### src/hdl/task_execution_time_stats_defines.svh
// Assertion macros shared by the task execution time monitor.
`ifndef TASK_EXECUTION_TIME_STATS_DEFINES_SVH
`define TASK_EXECUTION_TIME_STATS_DEFINES_SVH

// Same-cycle implication, checked on every rising edge outside reset.
`define TETS_ASSERT_IMPL(lbl, ante, cons, msg) \
  lbl: assert property (@(posedge clk) disable iff (!rst_n) (ante) |-> (cons)) \
    else $error(msg);

// Next-cycle implication, checked on every rising edge outside reset.
`define TETS_ASSERT_NEXT(lbl, ante, cons, msg) \
  lbl: assert property (@(posedge clk) disable iff (!rst_n) (ante) |=> (cons)) \
    else $error(msg);

`endif

### src/hdl/tets_pkg.sv
// Shared constants, types and helper functions of the task execution time monitor.
package tets_pkg;

  localparam int TASK_COUNT  = 64;
  localparam int RING_DEPTH  = 16;
  localparam int TASK_W      = (TASK_COUNT > 1) ? $clog2(TASK_COUNT) : 1;
  localparam int SLOT_W      = $clog2(RING_DEPTH);
  localparam int UNREAD_W    = $clog2(RING_DEPTH + 1);
  localparam int RING_AW     = TASK_W + SLOT_W;
  localparam int TBL_MAX     = (RING_DEPTH - 1 < 15) ? RING_DEPTH - 1 : 15;
  localparam int QUEUE_DEPTH = 2;
  localparam int QPTR_W      = (QUEUE_DEPTH > 1) ? $clog2(QUEUE_DEPTH) : 1;
  localparam int QCNT_W      = $clog2(QUEUE_DEPTH + 1);
  localparam int APB_AW      = 4;
  localparam int APB_DW      = 64;
  localparam int MASK_W      = 64;

  localparam logic [2:0] MODE_SLICE = 3'd0;
  localparam logic [2:0] MODE_END   = 3'd1;
  localparam logic [2:0] MODE_GET   = 3'd2;
  localparam logic [2:0] MODE_CLR   = 3'd3;
  localparam logic [2:0] MODE_TBL   = 3'd4;

  localparam logic REG_MASK = 1'b0;

  typedef enum logic [2:0] {
    OP_SLICE = 3'd0,
    OP_END   = 3'd1,
    OP_GET   = 3'd2,
    OP_CLR   = 3'd3,
    OP_TBL   = 3'd4,
    OP_ERR   = 3'd5
  } op_t;

  typedef struct packed {
    op_t                op;
    logic [TASK_W-1:0]  task_idx;
    logic [31:0]        amount;
    logic signed [4:0]  table_count;
  } job_t;

  typedef struct packed {
    logic [63:0]         sum;
    logic [31:0]         tmax;
    logic [31:0]         count;
    logic [SLOT_W-1:0]   ptr;
    logic [UNREAD_W-1:0] unread;
  } task_row_t;

  typedef struct packed {
    logic clearing;
  } back_stat_t;

  function automatic logic [SLOT_W-1:0] slot_inc(input logic [SLOT_W-1:0] s);
    logic [SLOT_W-1:0] r;
    if (s == SLOT_W'(RING_DEPTH - 1)) begin
      r = '0;
    end else begin
      r = s + 1'b1;
    end
    return r;
  endfunction

endpackage

### src/hdl/tets_queue.sv
// Short FIFO of classified jobs between the front end and the back end.
module tets_queue (
  input  logic           clk,
  input  logic           rst_n,
  input  logic           push,
  input  tets_pkg::job_t push_job,
  output logic           ready,
  input  logic           pop,
  output logic           valid,
  output tets_pkg::job_t head
);

  tets_pkg::job_t                mem_r [tets_pkg::QUEUE_DEPTH];
  logic [tets_pkg::QPTR_W-1:0]   wr_r, wr_nxt, rd_r, rd_nxt;
  logic [tets_pkg::QCNT_W-1:0]   cnt_r, cnt_nxt;

  assign ready = (cnt_r != tets_pkg::QCNT_W'(tets_pkg::QUEUE_DEPTH));
  assign valid = (cnt_r != '0);
  assign head  = mem_r[rd_r];

  always_comb begin
    wr_nxt  = wr_r;
    rd_nxt  = rd_r;
    cnt_nxt = cnt_r;
    if (push) begin
      wr_nxt = (wr_r == tets_pkg::QPTR_W'(tets_pkg::QUEUE_DEPTH - 1)) ? '0 : wr_r + 1'b1;
    end
    if (pop) begin
      rd_nxt = (rd_r == tets_pkg::QPTR_W'(tets_pkg::QUEUE_DEPTH - 1)) ? '0 : rd_r + 1'b1;
    end
    if (push && !pop) begin
      cnt_nxt = cnt_r + 1'b1;
    end else if (pop && !push) begin
      cnt_nxt = cnt_r - 1'b1;
    end
  end

  always_ff @(posedge clk) begin
    if (!rst_n) begin
      wr_r  <= '0;
      rd_r  <= '0;
      cnt_r <= '0;
    end else begin
      wr_r  <= wr_nxt;
      rd_r  <= rd_nxt;
      cnt_r <= cnt_nxt;
    end
  end

  always_ff @(posedge clk) begin
    if (push) begin
      mem_r[wr_r] <= push_job;
    end
  end

endmodule

### config.mk
export PLATFORM = sky130hd
export DESIGN_NAME = tets_queue
export DESIGN_NICKNAME = d
export VERILOG_FILES = /design/src/hdl/task_execution_time_stats_defines.svh /design/src/hdl/tets_pkg.sv /design/src/hdl/tets_queue.sv
export SDC_FILE = /design/constraint.sdc
export NUM_CORES = 1
export LEC_CHECK = 0
export BUFFER_PORTS_ARGS = -buffer_cell sky130_fd_sc_hd__buf_2
export CORE_MARGIN = 4
export CORE_UTILIZATION = 40
export CTS_BUF_LIST = sky130_fd_sc_hd__clkbuf_4
export DETAILED_ROUTE_END_ITERATION = 12
export PLACE_DENSITY = 0.66
export SETUP_SLACK_MARGIN = 0.3
export SYNTH_ARGS = -nofsm -noshare
export SYNTH_HDL_FRONTEND = slang
export SYNTH_SLANG_ARGS = --single-unit
export TNS_END_PERCENT = 50
### constraint.sdc
create_clock -name clk -period 4.35 [get_ports clk]
set_input_delay 0.435 -clock clk [delete_from_list [all_inputs] [get_ports clk]]
set_output_delay 0.435 -clock clk [all_outputs]
set_load 0.05 [all_outputs]
[After elaboration in Yosys (flattened, before gate mapping)]
Memories as Yosys holds them, arrays and structs flattened. A register that Yosys moved wholly into a read port is not among the register bits.
Cells that the tools add are included.
Word-level totals
  bits in registers: 4
  latch bits: 0
  bits in writable memories: 92
  bits in read-only memories: 0
  input bits: 50
  output and inout bits: 48
  word-level logic and storage cells: 23
  memories kept: 1
Operators by class
  add/sub/neg operators: 4
  $mul: 0
  div/mod/pow operators: 0
  $lt $le $gt $ge: 0
  eq/ne operators: 1
  shifts and indexed selects: 0
  mux-type cells: 8
  bitwise logic cells: 0
  reductions and logical operators: 6
Memory list
  mem_r: words 2, width 46, read ports 1, clocked after Yosys merged registers in 1, wr ports 1, line tets_queue.sv:13  | tets_pkg::job_t mem_r [tets_pkg::QUEUE_DEPTH];
Operator list (count)
  1-bit 2-to-1 mux: 6
  2-bit 2-to-1 mux: 2
  2-bit nonzero test: 2
  1-bit adder (second input constant): 2
  2-bit by 1-bit adder with 2-bit output (second input constant): 1
  1-bit logical AND: 2
  1-bit logical NOT: 2
  2-bit inequality test (second input constant): 1
  2-bit by 1-bit subtractor with 2-bit output (second input constant): 1

[Longest topological paths before layout]
  depth after elaboration: 4
  gate-level depth with buffers: 5
  gate-level depth less buffers: 5

[Worst setup path after synthesis]
OpenSTA, ideal clock, no wires.
  path kind: input-to-reg
  start point: input push
  end point: memory mem_r[0][0] (netlist name) (enable)
  setup time: 0.456 ns
  data arrival time: 2.512 ns
  required time: 3.894 ns
  path slack: 1.382 ns
  cell stages on the path: 1
  buffers on the path: 0
  cell sequence: nor2b_1
Between the ends
  word-level cells in the longest chain between the ends: 2
Ends and longest elaborated chain
  start: declaration: line tets_queue.sv:5  | input logic push,
  1-bit 2-to-1 mux: line tets_queue.sv:51  | if (push) begin
  1-bit 2-to-1 mux (implied by the code): line tets_queue.sv:52  | mem_r[wr_r] <= push_job;
  end: declaration: line tets_queue.sv:13
No other way between the ends.

==> flow_metrics.py <==
metrics = {
    "status": {
        "run_status": "finished clean",
    },
    "yosys": {
        "synth-edff-count": 92,
        "async_flop_share": 0,
        "synth_nets": 216,
        "yosys.area.top_type": "edfxtp_1",
        "ys.flop_type": "edfxtp_1",
        "yosysMostFrequentCell": "edfxtp_1",
        "synthCells": 165,
        "avgSynthCellArea_sq_um": 21.5,
        "synth_cell_types": 17,
        "synth_area_leaders": "edfxtp_1, mux2_1, dfxtp_1",
        "yosysSeqAreaShare": 0.806,
        "yosys_warnings": 0,
        "synth_top_cell_area_share": 0.778,
        "ys_ff_latch": 97,
        "synth_common_cells": "edfxtp_1, mux2_1, dfxtp_1",
        "syn_area_sq_um": 3550,
    },
    "cells_and_area": {
        "stdcell_count": 382,
        "num-nets-final": 320,
        "fillers": 780,
        "postLayoutCoreUtil": 0.490,
        "layout-drive-gt1-share": 0.423,
        "fin_area_sq_um": 4250,
        "area_delta_synth_final_pct": 19.7,
        "antenna_cells": 0,
    },
    "sta": {
        "final.min_clock_period_ns": 2.62,
        "max_freq_ghz": 0.381,
        "finClkSkew_ns": 0.0147,
        "setup_viol_count_final": 0,
        "layout_setup_ws_ns": 1.73,
        "hold_slack_ns": 0.178,
        "slew_violations": 0,
        "setup-tns-final_ns": 0,
        "fin_crit_sh": 0.603,
        "max-slew-margin-rel": 0.237,
        "worst_pin_slew_ns": 1.14,
        "hold_violations": 0,
        "rsz0062_at_grt": "false",
    },
    "pwr": {
        "p_per_area_nw_per_um2": 431,
        "power_mw": 1.83,
        "p_leak_nw": 1.59,
        "ir_drop_v": 0.000181,
    },
    "die": {
        "chipWidth_um": 102,
        "io-pin-count": 98,
        "fp-row-count": 34,
        "die_y_um": 102,
        "core_area_sq_um": 8680,
        "start_util": 0.409,
        "die-area_sq_um": 10500,
    },
    "global_routing": {
        "grt_max_degree": 47,
        "grt_pass1_vias": 1849,
        "grt_usage": 0.116,
        "globalRouteOverflowTotal": 0,
        "grt_pass1_wl_um": 8930,
        "grt_antenna_before_repair": 0,
    },
    "clock_network": {
        "cts_tree": "built",
        "worstSkewPairLatency_ns": 0.43,
        "cts_max_level": 3,
        "clk_path_buf_depth": 2,
        "ctsHoldBuffers": 0,
        "clkSinkCount": 97,
        "cts_inserted_buffers": 9,
        "ctsResizeCount": 0,
        "clkSlewWorstSetupHoldPaths_ns": 0.15,
        "cts_setup_buffers": 0,
        "cts-root-buf": "clkbuf_4",
    },
    "placed_design": {
        "port_buffers": 97,
        "gp_congestion": 0.653,
        "dp_cells": 366,
        "pre_cts_ws_ns": 2.14,
        "dp_hpwl_um": 3790,
        "placed_cell_area_sq_um": 4140,
    },
    "worst_setup_path": {
        "path_max_fanout": 46,
        "crit_chain": "mux2_1, buf_2",
        "arrival_ns": 2.19,
        "worstSetupPathType": "reg2out",
        "endpoint_kind": "primary output",
        "slowest_delay_ns": 1.12,
        "required_ns": 3.91,
        "crit_path_start_kind": "flip-flop",
        "slowest_stage": "dfxtp_2",
    },
    "detailed_routing": {
        "vias": 1784,
        "antenna_left": 0,
        "route.detailed.drc": 0,
        "dr.pass1.iters": 4,
        "via_per_inst": 4.67,
        "post_drt_wl_per_cell_um": 15.4,
        "wirelength_um": 5880,
        "initialDrtViolationCount": 63,
    },
    "job": {
        "cap_violations": 0,
    },
    "hold_path": {
        "min_path_type": "in2reg",
    },
}
## cells in the final DEF, fill, tap and decap left out
master	instances
a21boi_1	1
and2_1	3
and2_2	1
buf_2	97
buf_4	1
clkbuf_4	9
clkinv_1	1
clkinv_2	2
clkinv_4	1
clkinvlp_4	2
dfxtp_1	4
dfxtp_2	1
edfxtp_1	92
ha_1	1
inv_1	1
inv_6	1
mux2_1	46
nand2b_1	1
nor2b_1	1
nor2b_4	1
o21a_1	1
o21ai_0	1
or2_1	1
or3_1	1
xnor2_1	1
xor2_1	2
## cells by family after synthesis
| group | synth area share |
|---|---|
| compound gates | 0.00564 |
| xor+xnor | 0.00740 |
| fa+ha+maj | 0.00352 |
| buf+inv | 0.0158 |
| flops | 0.806 |
| mux | 0.146 |
| simple gates | 0.0159 |
## metal layers
metal	wire length [um]	vias to the layer above	track usage
li1	-	846	-
met3	411	9	0.0451
met1	2460	866	0.135
met5	0	-	0
met2	2910	63	0.193
met4	92	0	0.0515
## path summary, 6_finish.rpt
check | endpoint | start | depth (start not counted) | slack [ns]
hold / removal | mem_r[0][19] | push_job[19] | 1 | 0.18
hold reg to reg | cnt_r[1] | cnt_r[1] | 2 | 0.55
setup reg to reg | mem_r[0][9] | wr_r | 2 | 2.60
setup / recovery | head[26] | flip-flop | 2 | 1.73
## registers in the layout, indices dropped and copies added (netlist names), named ones only
signal,count
wr_r,1
rd_r,1
cnt_r,2
mem_r,92
## report_power, final
| part | switching [mW] | internal [mW] | total (mW) |
|---|---|---|---|
| Sequential | 0.0290 | 1.08 | 1.11 |
| Combinational | 0.233 | 0.0888 | 0.322 |
| Clock | 0.287 | 0.117 | 0.404 |
## cell type report
class,count,area (sq um),area share
Multi-Input combinational cell,62,642,0.151
Tap cell,108,135,0.0318
Clock buffer,9,67.6,0.0159
Timing Repair Buffer,98,493,0.116
Inverter,1,3.75,0.000883
Clock inverter,7,46.3,0.0109
Sequential cell,97,2860,0.674
## worst max-delay path: cells and delay by family, from the launching register on
family   cells  cell delay [ns]
flops        1             1.12
buf+inv      1             0.22
mux          1             0.42
(Power assumes the default switching activity.)
