`src/hdl/task_execution_time_stats_defines.svh`:
```
// Assertion macros shared by the task execution time monitor.
`ifndef TASK_EXECUTION_TIME_STATS_DEFINES_SVH
`define TASK_EXECUTION_TIME_STATS_DEFINES_SVH

// Same-cycle implication, checked on every rising edge outside reset.
`define TETS_ASSERT_IMPL(lbl, ante, cons, msg) \
  lbl: assert property (@(posedge clk) disable iff (!rst_n) (ante) |-> (cons)) \
    else $error(msg);

// Next-cycle implication, checked on every rising edge outside reset.
`define TETS_ASSERT_NEXT(lbl, ante, cons, msg) \
  lbl: assert property (@(posedge clk) disable iff (!rst_n) (ante) |=> (cons)) \
    else $error(msg);

`endif

```
`src/hdl/tets_pkg.sv`:
```
// Shared constants, types and helper functions of the task execution time monitor.
package tets_pkg;

  localparam int TASK_COUNT  = 64;
  localparam int RING_DEPTH  = 16;
  localparam int TASK_W      = (TASK_COUNT > 1) ? $clog2(TASK_COUNT) : 1;
  localparam int SLOT_W      = $clog2(RING_DEPTH);
  localparam int UNREAD_W    = $clog2(RING_DEPTH + 1);
  localparam int RING_AW     = TASK_W + SLOT_W;
  localparam int TBL_MAX     = (RING_DEPTH - 1 < 15) ? RING_DEPTH - 1 : 15;
  localparam int QUEUE_DEPTH = 2;
  localparam int QPTR_W      = (QUEUE_DEPTH > 1) ? $clog2(QUEUE_DEPTH) : 1;
  localparam int QCNT_W      = $clog2(QUEUE_DEPTH + 1);
  localparam int APB_AW      = 4;
  localparam int APB_DW      = 64;
  localparam int MASK_W      = 64;

  localparam logic [2:0] MODE_SLICE = 3'd0;
  localparam logic [2:0] MODE_END   = 3'd1;
  localparam logic [2:0] MODE_GET   = 3'd2;
  localparam logic [2:0] MODE_CLR   = 3'd3;
  localparam logic [2:0] MODE_TBL   = 3'd4;

  localparam logic REG_MASK = 1'b0;

  typedef enum logic [2:0] {
    OP_SLICE = 3'd0,
    OP_END   = 3'd1,
    OP_GET   = 3'd2,
    OP_CLR   = 3'd3,
    OP_TBL   = 3'd4,
    OP_ERR   = 3'd5
  } op_t;

  typedef struct packed {
    op_t                op;
    logic [TASK_W-1:0]  task_idx;
    logic [31:0]        amount;
    logic signed [4:0]  table_count;
  } job_t;

  typedef struct packed {
    logic [63:0]         sum;
    logic [31:0]         tmax;
    logic [31:0]         count;
    logic [SLOT_W-1:0]   ptr;
    logic [UNREAD_W-1:0] unread;
  } task_row_t;

  typedef struct packed {
    logic clearing;
  } back_stat_t;

  function automatic logic [SLOT_W-1:0] slot_inc(input logic [SLOT_W-1:0] s);
    logic [SLOT_W-1:0] r;
    if (s == SLOT_W'(RING_DEPTH - 1)) begin
      r = '0;
    end else begin
      r = s + 1'b1;
    end
    return r;
  endfunction

endpackage

```
`src/hdl/tets_ifs.sv`:
```
// Valid/ready channel interfaces for input words and result words.
interface tets_in_if;
  logic              valid;
  logic              ready;
  logic [2:0]        mode;
  logic [7:0]        task_req;
  logic [31:0]       time_amount;
  logic signed [4:0] table_count;

  modport source (output valid, mode, task_req, time_amount, table_count, input ready);
  modport sink (input valid, mode, task_req, time_amount, table_count, output ready);
endinterface


```
`src/hdl/tets_front.sv`:
```
// Front end: enable mask register, APB port, and classification of input words.
module tets_front (
  input  logic                       clk,
  input  logic                       rst_n,
  tets_in_if.sink                    in_ch,
  input  logic                       psel,
  input  logic                       penable,
  input  logic                       pwrite,
  input  logic [tets_pkg::APB_AW-1:0] paddr,
  input  logic [tets_pkg::APB_DW-1:0] pwdata,
  output logic [tets_pkg::APB_DW-1:0] prdata,
  output logic                       pready,
  input  tets_pkg::back_stat_t       stat,
  input  logic                       q_ready,
  output logic                       q_push,
  output tets_pkg::job_t             q_job
);

  logic [tets_pkg::MASK_W-1:0] mask_r, mask_nxt;
  logic                        task_ok;
  logic                        keep;
  tets_pkg::op_t               op;

  assign pready = 1'b1;
  assign prdata = (paddr[tets_pkg::APB_AW-1] == tets_pkg::REG_MASK) ? mask_r : '0;

  always_comb begin
    mask_nxt = mask_r;
    if (psel && penable && pwrite && (paddr[tets_pkg::APB_AW-1] == tets_pkg::REG_MASK)) begin
      mask_nxt = pwdata;
    end
  end

  always_ff @(posedge clk) begin
    if (!rst_n) begin
      mask_r <= '0;
    end else begin
      mask_r <= mask_nxt;
    end
  end

  assign task_ok = (in_ch.task_req < 8'(tets_pkg::TASK_COUNT)) && mask_r[in_ch.task_req[5:0]];

  always_comb begin
    op   = tets_pkg::OP_ERR;
    keep = 1'b0;
    case (in_ch.mode)
      tets_pkg::MODE_SLICE: begin
        op   = tets_pkg::OP_SLICE;
        keep = task_ok;
      end
      tets_pkg::MODE_END: begin
        op   = tets_pkg::OP_END;
        keep = task_ok;
      end
      tets_pkg::MODE_GET: begin
        op   = task_ok ? tets_pkg::OP_GET : tets_pkg::OP_ERR;
        keep = 1'b1;
      end
      tets_pkg::MODE_CLR: begin
        op   = task_ok ? tets_pkg::OP_CLR : tets_pkg::OP_ERR;
        keep = 1'b1;
      end
      tets_pkg::MODE_TBL: begin
        op   = task_ok ? tets_pkg::OP_TBL : tets_pkg::OP_ERR;
        keep = 1'b1;
      end
      default: begin
        op   = tets_pkg::OP_ERR;
        keep = 1'b0;
      end
    endcase
  end

  assign in_ch.ready       = q_ready && !stat.clearing;
  assign q_push            = in_ch.valid && in_ch.ready && keep;
  assign q_job.op          = op;
  assign q_job.task_idx    = in_ch.task_req[tets_pkg::TASK_W-1:0];
  assign q_job.amount      = in_ch.time_amount;
  assign q_job.table_count = in_ch.table_count;

endmodule

```
`src/flat_wrapper.sv`:
```
// flat-port wrapper written by rule: the top's interface ports become plain ports
module tets_front_flat 
  (clk, rst_n, psel, penable, pwrite, paddr, pwdata, prdata, pready, stat, q_ready, q_push, q_job, in_ch_valid, in_ch_mode, in_ch_task_req, in_ch_time_amount, in_ch_table_count, in_ch_ready);
  tets_in_if in_ch_i ();
  input  logic clk;
  input  logic rst_n;
  input  logic psel;
  input  logic penable;
  input  logic pwrite;
  input  logic [tets_pkg::APB_AW-1:0] paddr;
  input  logic [tets_pkg::APB_DW-1:0] pwdata;
  output logic [tets_pkg::APB_DW-1:0] prdata;
  output logic pready;
  input  tets_pkg::back_stat_t stat;
  input  logic q_ready;
  output logic q_push;
  output tets_pkg::job_t q_job;
  input wire logic [$bits(in_ch_i.valid)-1:0] in_ch_valid;
  input wire logic [$bits(in_ch_i.mode)-1:0] in_ch_mode;
  input wire logic [$bits(in_ch_i.task_req)-1:0] in_ch_task_req;
  input wire logic [$bits(in_ch_i.time_amount)-1:0] in_ch_time_amount;
  input wire logic [$bits(in_ch_i.table_count)-1:0] in_ch_table_count;
  output wire logic [$bits(in_ch_i.ready)-1:0] in_ch_ready;
  assign in_ch_i.valid = in_ch_valid;
  assign in_ch_i.mode = in_ch_mode;
  assign in_ch_i.task_req = in_ch_task_req;
  assign in_ch_i.time_amount = in_ch_time_amount;
  assign in_ch_i.table_count = in_ch_table_count;
  assign in_ch_ready = in_ch_i.ready;
  tets_front u_core (.clk(clk), .rst_n(rst_n), .in_ch(in_ch_i), .psel(psel), .penable(penable), .pwrite(pwrite), .paddr(paddr), .pwdata(pwdata), .prdata(prdata), .pready(pready), .stat(stat), .q_ready(q_ready), .q_push(q_push), .q_job(q_job));
endmodule
```
`config.mk`:
```
export PLATFORM = sky130hd
export DESIGN_NAME = tets_front_flat
export DESIGN_NICKNAME = d
export VERILOG_FILES = /design/src/hdl/task_execution_time_stats_defines.svh /design/src/hdl/tets_pkg.sv /design/src/hdl/tets_ifs.sv /design/src/hdl/tets_front.sv /design/src/flat_wrapper.sv
export SDC_FILE = /design/constraint.sdc
export NUM_CORES = 1
export LEC_CHECK = 0
export ABC_AREA = 1
export BUFFER_PORTS_ARGS = -buffer_cell sky130_fd_sc_hd__buf_2
export CORE_ASPECT_RATIO = 1.2
export CORE_MARGIN = 2
export CORE_UTILIZATION = 29
export DETAILED_ROUTE_END_ITERATION = 8
export GPL_ROUTABILITY_DRIVEN = 0
export HOLD_SLACK_MARGIN = 0.08
export PLACE_DENSITY = 0.69
export SYNTH_ARGS = -nofsm -noshare
export SYNTH_HDL_FRONTEND = slang
export SYNTH_SLANG_ARGS = --single-unit
```
`constraint.sdc`:
```
create_clock -name clk -period 1.4 [get_ports clk]
set_input_delay 0.07 -clock clk [delete_from_list [all_inputs] [get_ports clk]]
set_output_delay 0.07 -clock clk [all_outputs]
set_load 0.03 [all_outputs]
```
# [Word-level counts from Yosys, hierarchy flattened]
# Index checks and enable logic that the tools add are counted.
[totals] romBits=0 mem_count=0 out_inout_bits=113 latch_bits=0 reg_bits=64 ram_bits=0
[classes] div=0 reduce_logical=11 n_shift=0 order_cmp=2 mul=0 bitwise=1 muxes=8 eq_ne=4 addsub=0
[op_table] op="$mux 64" n=1
[op_table] op="$pmux 3 s5" n=1
[op_table] op="$lt 8x7->1 const B" n=1
[op_table] op="$logic_and 1x1->1" n=7
[op_table] op="$lt 6x7->1 const B" n=1
[op_table] op="$bmux 1 s6" n=1
[op_table] op="$eq 3x2->1 const B" n=2
[op_table] op="$mux 3" n=2
[op_table] op="$eq 3x1->1 const B" n=1
[op_table] op="$eq 3x3->1 const B" n=1
[op_table] op="$logic_not 3->1" n=1
[op_table] op="$reduce_or 3->1" n=1
[op_table] op="$mux 1" n=2
[op_table] op="$pmux 1 s2" n=1
[op_table] op="$reduce_or 2->1" n=1
[op_table] op="$logic_not 1->1" n=1
[op_table] op="$not 1->1" n=1

# [Logic depth before layout (Yosys ltp)]
[depth] ltp_word=5 mapped_depth=14

# [Least setup slack after synthesis]
# Ideal clock, no wire load.
[synth_path] kind="input -> output" start="input in_ch_task_req[0]" end="output q_job[44] (netlist bit)" path_stages=13 path_slack_ps=0 arrival_ps=1330 n_path_buf=2 cell_sequence="buf_6 > inv_6 > buf_6 > nand2_1 > nand3_1 > nand3_1 > nand2_1 > nand2_1 > nand3_1 > nand3_1 > nand2_2 > nand3_2 > nor2_1"
[synth_rtl] item="start: declaration" line_no="flat_wrapper.sv:20" source="input wire logic [$bits(in_ch_i.task_req)-1:0] in_ch_task_req;"
[synth_rtl] item="end: declaration" line_no="flat_wrapper.sv:17" source="output tets_pkg::job_t q_job;"

# [Worst setup path after layout]
[layout_path] start="register u_core.mask_r[35] (netlist bit)" end="output q_push"
[layout_between] elab_chain_len=5
[layout_lines] item="start: declaration" line_no="tets_front.sv:19" source="logic [tets_pkg::MASK_W-1:0] mask_r, mask_nxt;"
[layout_lines] item="start signal: assignment" line_no="tets_front.sv:38" source="mask_r <= mask_nxt;"
[layout_lines] item="$bmux 1 s6" line_no="tets_front.sv:42" source="assign task_ok = (in_ch.task_req < 8'(tets_pkg::TASK_COUNT)) && mask_r[in_ch.task_req[5:0]];"
[layout_lines] item="$mux 1 (implied by the code)" line_no="tets_front.sv:42"
[layout_lines] item="$logic_and 1x1->1" line_no="tets_front.sv:42"
[layout_lines] item="$pmux 1 s2" line_no="tets_front.sv:47" source="case (in_ch.mode)"
[layout_lines] item="$logic_and 1x1->1" line_no="tets_front.sv:76" source="assign q_push = in_ch.valid && in_ch.ready && keep;"
[layout_lines] item="end: declaration" line_no="flat_wrapper.sv:16" source="output logic q_push;"
# No other way between the ends. The select of a mux whose other input is x is not followed.

==> impl_table.tex <==
\begin{tabular}{lr}
\hline
Metric & Value \\
\hline
\multicolumn{2}{l}{\textbf{Status}} \\
\quad Result of the run & finished, violations left \\
\quad Violations in the final reports & setup timing \\
\multicolumn{2}{l}{\textbf{Drt}} \\
\quad Metal1 wirelength & 4.958 mm \\
\quad Antenna viol nets, final & 0 \\
\quad Detailed Route WL & 11.99 mm \\
\quad Number of iterations in the first detailed-routing pass & 4 \\
\quad Wire length per cell & 13.34 um \\
\quad Routed length on met2 & 5.977 mm \\
\quad Violation count after the first detailed-routing iteration & 193 \\
\quad Via density & 4.595 \\
\quad Top sig layer & met4 \\
\quad Detailed route wirelength on metal3 & 648 um \\
\quad Via count & 4131 \\
\quad Post-route DRC violation count & 0 \\
\multicolumn{2}{l}{\textbf{Power}} \\
\quad Power Internal & 3866 uW \\
\quad Gate power share & 0.175 \\
\quad Clock share of power & 0.452 \\
\quad Register share of total power & 0.374 \\
\quad Power Dens Cells & 952.0 nW/um2 \\
\quad Static power due to leakage & 0.002534 uW \\
\quad Final Total Pwr & 5185 uW \\
\quad Switching power & 1319 uW \\
\quad Maximum vdd ir drop & 0.0004602 V \\
\quad Switch share & 0.2544 \\
\multicolumn{2}{l}{\textbf{Global route}} \\
\quad Total track usage & 0.1740 \\
\quad Wire length of the first global-routing pass & 18.67 mm \\
\quad Vias in the first global route & 4047 \\
\quad Initial antenna violation count & 0 \\
\quad Pin count of the biggest net entering global routing & 73 \\
\quad Total gr overflow & 0 \\
\multicolumn{2}{l}{\textbf{Die}} \\
\quad Height of the chip & 127.1 um \\
\quad Die width & 106.6 um \\
\quad Initial cell density of the core & 0.2994 \\
\quad Count of boundary I/O pins & 237 \\
\quad Placeable Area & 12220 um2 \\
\quad Std cell rows & 44 \\
\quad Die area & 13540 um2 \\
\multicolumn{2}{l}{\textbf{Logic synthesis}} \\
\quad Mapped Area & 3660 um2 \\
\quad Net count after synthesis & 692 \\
\quad Cells after Synth & 568 \\
\quad Cell types with the highest counts after synthesis & sky130\_fd\_sc\_hd\_\_nand2\_1 (84), sky130\_fd\_sc\_hd\_\_inv\_1 (74), sky130\_fd\_sc\_hd\_\_nor2\_1 (70) \\
\quad Seq/Total Area, Yosys & 0.3501 \\
\quad Async set or reset register ratio after synthesis & 0 \\
\quad Synthesized area divided by synthesized cell count & 6.443 um2 \\
\quad Number of register bits inferred by synthesis & 64 \\
\quad Number of enable flip-flop cells after synthesis & 0 \\
\quad Synth top area cells & sky130\_fd\_sc\_hd\_\_dfxtp\_1 (35\%), sky130\_fd\_sc\_hd\_\_buf\_4 (9.2\%), sky130\_fd\_sc\_hd\_\_a21oi\_1 (8.9\%) \\
\quad Top\_reg\_cell synth & sky130\_fd\_sc\_hd\_\_dfxtp\_1 \\
\quad Leading cell type by number of instances after synthesis & sky130\_fd\_sc\_hd\_\_nand2\_1 \\
\quad Yosys warnings & 0 \\
\quad Top cell type's share of synthesized area & 0.3501 \\
\quad Area leader, netlist & sky130\_fd\_sc\_hd\_\_dfxtp\_1 \\
\quad Count of different cell masters after synthesis & 19 \\
\multicolumn{2}{l}{\textbf{Finish}} \\
\quad Fraction of final layout cells with drive strength greater than 1 & 0.3631 \\
\quad End-of-flow core utilization & 0.4456 \\
\quad Combined area of the multi-input logic cells & 1665 um2 \\
\quad Reg with most FFs & u\_core.mask\_r \\
\quad Largest registers ranked by flip-flop count & u\_core.mask\_r (64) \\
\quad Number of flip-flops under the largest register name & 64 \\
\quad Layout net count & 857 \\
\quad Layout Area Growth over Synthesis & 48.82\% \\
\quad Diodes inserted & 0 \\
\quad Seq. cell area & 1336 um2 \\
\quad FILL cells & 1275 \\
\multicolumn{2}{l}{\textbf{Placement}} \\
\quad \# port buffers & 158 \\
\quad Post-DP HPWL & 7.946 mm \\
\multicolumn{2}{l}{\textbf{Worst setup path}} \\
\quad Max FO, Critical Path & 3 \\
\quad Most Frequent Cell on Critical Path & sky130\_fd\_sc\_hd\_\_nand2\_1 \\
\quad Slowest cell delay on critical path & 350 ps \\
\quad Kind of cell with the highest combined delay on the critical path & simple AND/OR/NAND/NOR gates \\
\quad Reg2Reg Launch Point & u\_core.mask\_r[28] \\
\quad Crit path cell chain & nand2\_1 -> nand3\_1 -> nand3\_1 -> nand2\_1 -> nand2\_1 -> nand3\_2 -> nand3\_2 -> nand2\_4 -> nand2\_2 -> a21oi\_2 -> buf\_6 \\
\quad Worst endpoint required time & 1330 ps \\
\quad Arr. time, crit path & 1630 ps \\
\quad Worst path bufs/invs & 1 \\
\quad Cell depth of the worst flop-to-flop path & 3 \\
\quad CP Class & reg -> out \\
\quad Worst reg-to-reg setup slack & 700 ps \\
\quad Slowest stage cell, crit path & sky130\_fd\_sc\_hd\_\_dfxtp\_1 \\
\quad Nature of the critical path endpoint & output port \\
\quad Reg2reg end & u\_core.mask\_r[28] \\
\quad Startpoint types & flop \\
\multicolumn{2}{l}{\textbf{CTS}} \\
\quad Clock tree root driver cell & sky130\_fd\_sc\_hd\_\_clkbuf\_16 \\
\quad Clock buffer count from CTS & 9 \\
\quad CTS max path bufs & 2 \\
\quad Number of sinks on the clock net & 64 \\
\quad Later-pin clock latency in the skew report & 320 ps \\
\quad Clock tree from TritonCTS & built \\
\quad H-tree depth & 3 \\
\quad Clock slew at reported path FFs & 50 ps \\
\multicolumn{2}{l}{\textbf{Timing}} \\
\quad Min Clock Period, post-route & 1702 ps \\
\quad Unrepaired setup endpoints after global routing & true \\
\quad Final slew viol count & 0 \\
\quad Highest Clock Rate & 587.5 MHz \\
\quad Final Hold Slack & 105.5 ps \\
\quad Final worst-path setup slack & -302.1 ps \\
\quad Final setup viols & 4 \\
\quad Final number of hold-violating endpoints & 0 \\
\quad Clock tree skew after final layout & 0 ps \\
\quad Portion of the clock cycle consumed by the worst path in the final layout & 1.216 \\
\multicolumn{2}{l}{\textbf{Hold path}} \\
\quad Hold WC Path Type & in -> reg \\
\quad Depth of the worst hold-timing path & 3 \\
\quad Startpoint of the worst hold path & pwdata[30] \\
\quad Endpoint with the worst hold slack & u\_core.mask\_r[30] \\
\multicolumn{2}{l}{\textbf{Run}} \\
\quad Max-cap check violation count & 0 \\
\hline
\end{tabular}
-- final cells by class --
cell class / count / share of cell area
Sequential cell: 64 / 0.2453
Timing Repair Buffer: 237 / 0.2991
Tap cell: 161 / 0.03699
Inverter: 77 / 0.05422
Clock inverter: 2 / 0.006432
Clock buffer: 14 / 0.05215
Multi-Input combinational cell: 344 / 0.3058
-- tightest hold or removal path: cells and delay by family --
family	cells	cell delay [ps]
AOI/OAI and AO/OA	2	240
buffers and inverters	1	70
-- power groups by stage --
stage	logic [uW]	registers, uW	clock network [uW]
floorplan	676	1950	0
global placement	716	1970	0
detailed placement	718	1970	0
CTS	864	1930	2400
global route	1000	1940	2460
finish	905	1940	2340
-- what timing repair did --
| item | CTS | global route |
|---|---|---|
| pin swaps | 4 | 12 |
| endpoints found under the hold margin | 63 | 0 |
| setup buffers | 0 | 5 |
| endpoints found under the setup margin | 4 | 4 |
| hold buffers | 63 | 0 |
| gates resized for setup | 22 | 59 |
-- cell families after synthesis --
kind of cell | Yosys count | synth area share
flip-flops | 64 | 0.3501
AND/OR/NAND/NOR | 212 | 0.2390
AO/OA/AOI/OAI | 131 | 0.1809
buffers and inverters | 160 | 0.2291
other | 1 | 0.001025
-- per-layer routing --
metal / vias to the layer above / GRT usage
met5: - / 0
met4: 0 / 0.08480
met3: 37 / 0.04082
met2: 138 / 0.3205
met1: 1878 / 0.1852
li1: 2078 / -
-- layout by cell type, fill, tap and decap left out, types with 2 or more instances in the layout --
cell type                         n
sky130_fd_sc_hd__a21oi_1         65
sky130_fd_sc_hd__buf_12           5
sky130_fd_sc_hd__buf_2          154
sky130_fd_sc_hd__buf_4           11
sky130_fd_sc_hd__buf_6            4
sky130_fd_sc_hd__clkbuf_16        9
sky130_fd_sc_hd__clkbuf_8         4
sky130_fd_sc_hd__clkinv_2         2
sky130_fd_sc_hd__dfxtp_1         20
sky130_fd_sc_hd__dfxtp_2         44
sky130_fd_sc_hd__dlygate4sd3_1   63
sky130_fd_sc_hd__inv_1           71
sky130_fd_sc_hd__inv_2            4
sky130_fd_sc_hd__nand2_1         78
sky130_fd_sc_hd__nand2_2          6
sky130_fd_sc_hd__nand3_1         37
sky130_fd_sc_hd__nand3_2         19
sky130_fd_sc_hd__nor2_1          69
sky130_fd_sc_hd__o21ai_0         64
-- through the flow --
step / instance area (um2) / setup WS [ps] / TNS (ps) / cells
final: 5446 / -302.1 / -1107 / 899
after global routing: 5446 / -420.8 / -1555 / 899
after CTS: 5253 / -324.3 / -1212 / 894
after detailed placement: 4257 / -176.5 / -612.4 / 815
after global placement: 4257 / -156.6 / -529.3 / 815
after floorplan: 3662 / 81.88 / 0 / 568
-- worst max-delay path by stage --
stage / start / to / slack (ps) / cells after the start
4_1_cts: u_core.mask_r[10] / q_push / -320 / 11
6_report: u_core.mask_r[35] / q_push / -300 / 11
5_1_grt: u_core.mask_r[10] / q_push / -420 / 11
2_1_floorplan: in_ch_task_req[0] / q_push / 80 / 13
3_3_place_gp: in_ch_task_req[0] / q_push / -160 / 13
3_5_place_dp: in_ch_task_req[0] / q_push / -180 / 13
No activity file was read; power rests on OpenSTA's default activity.
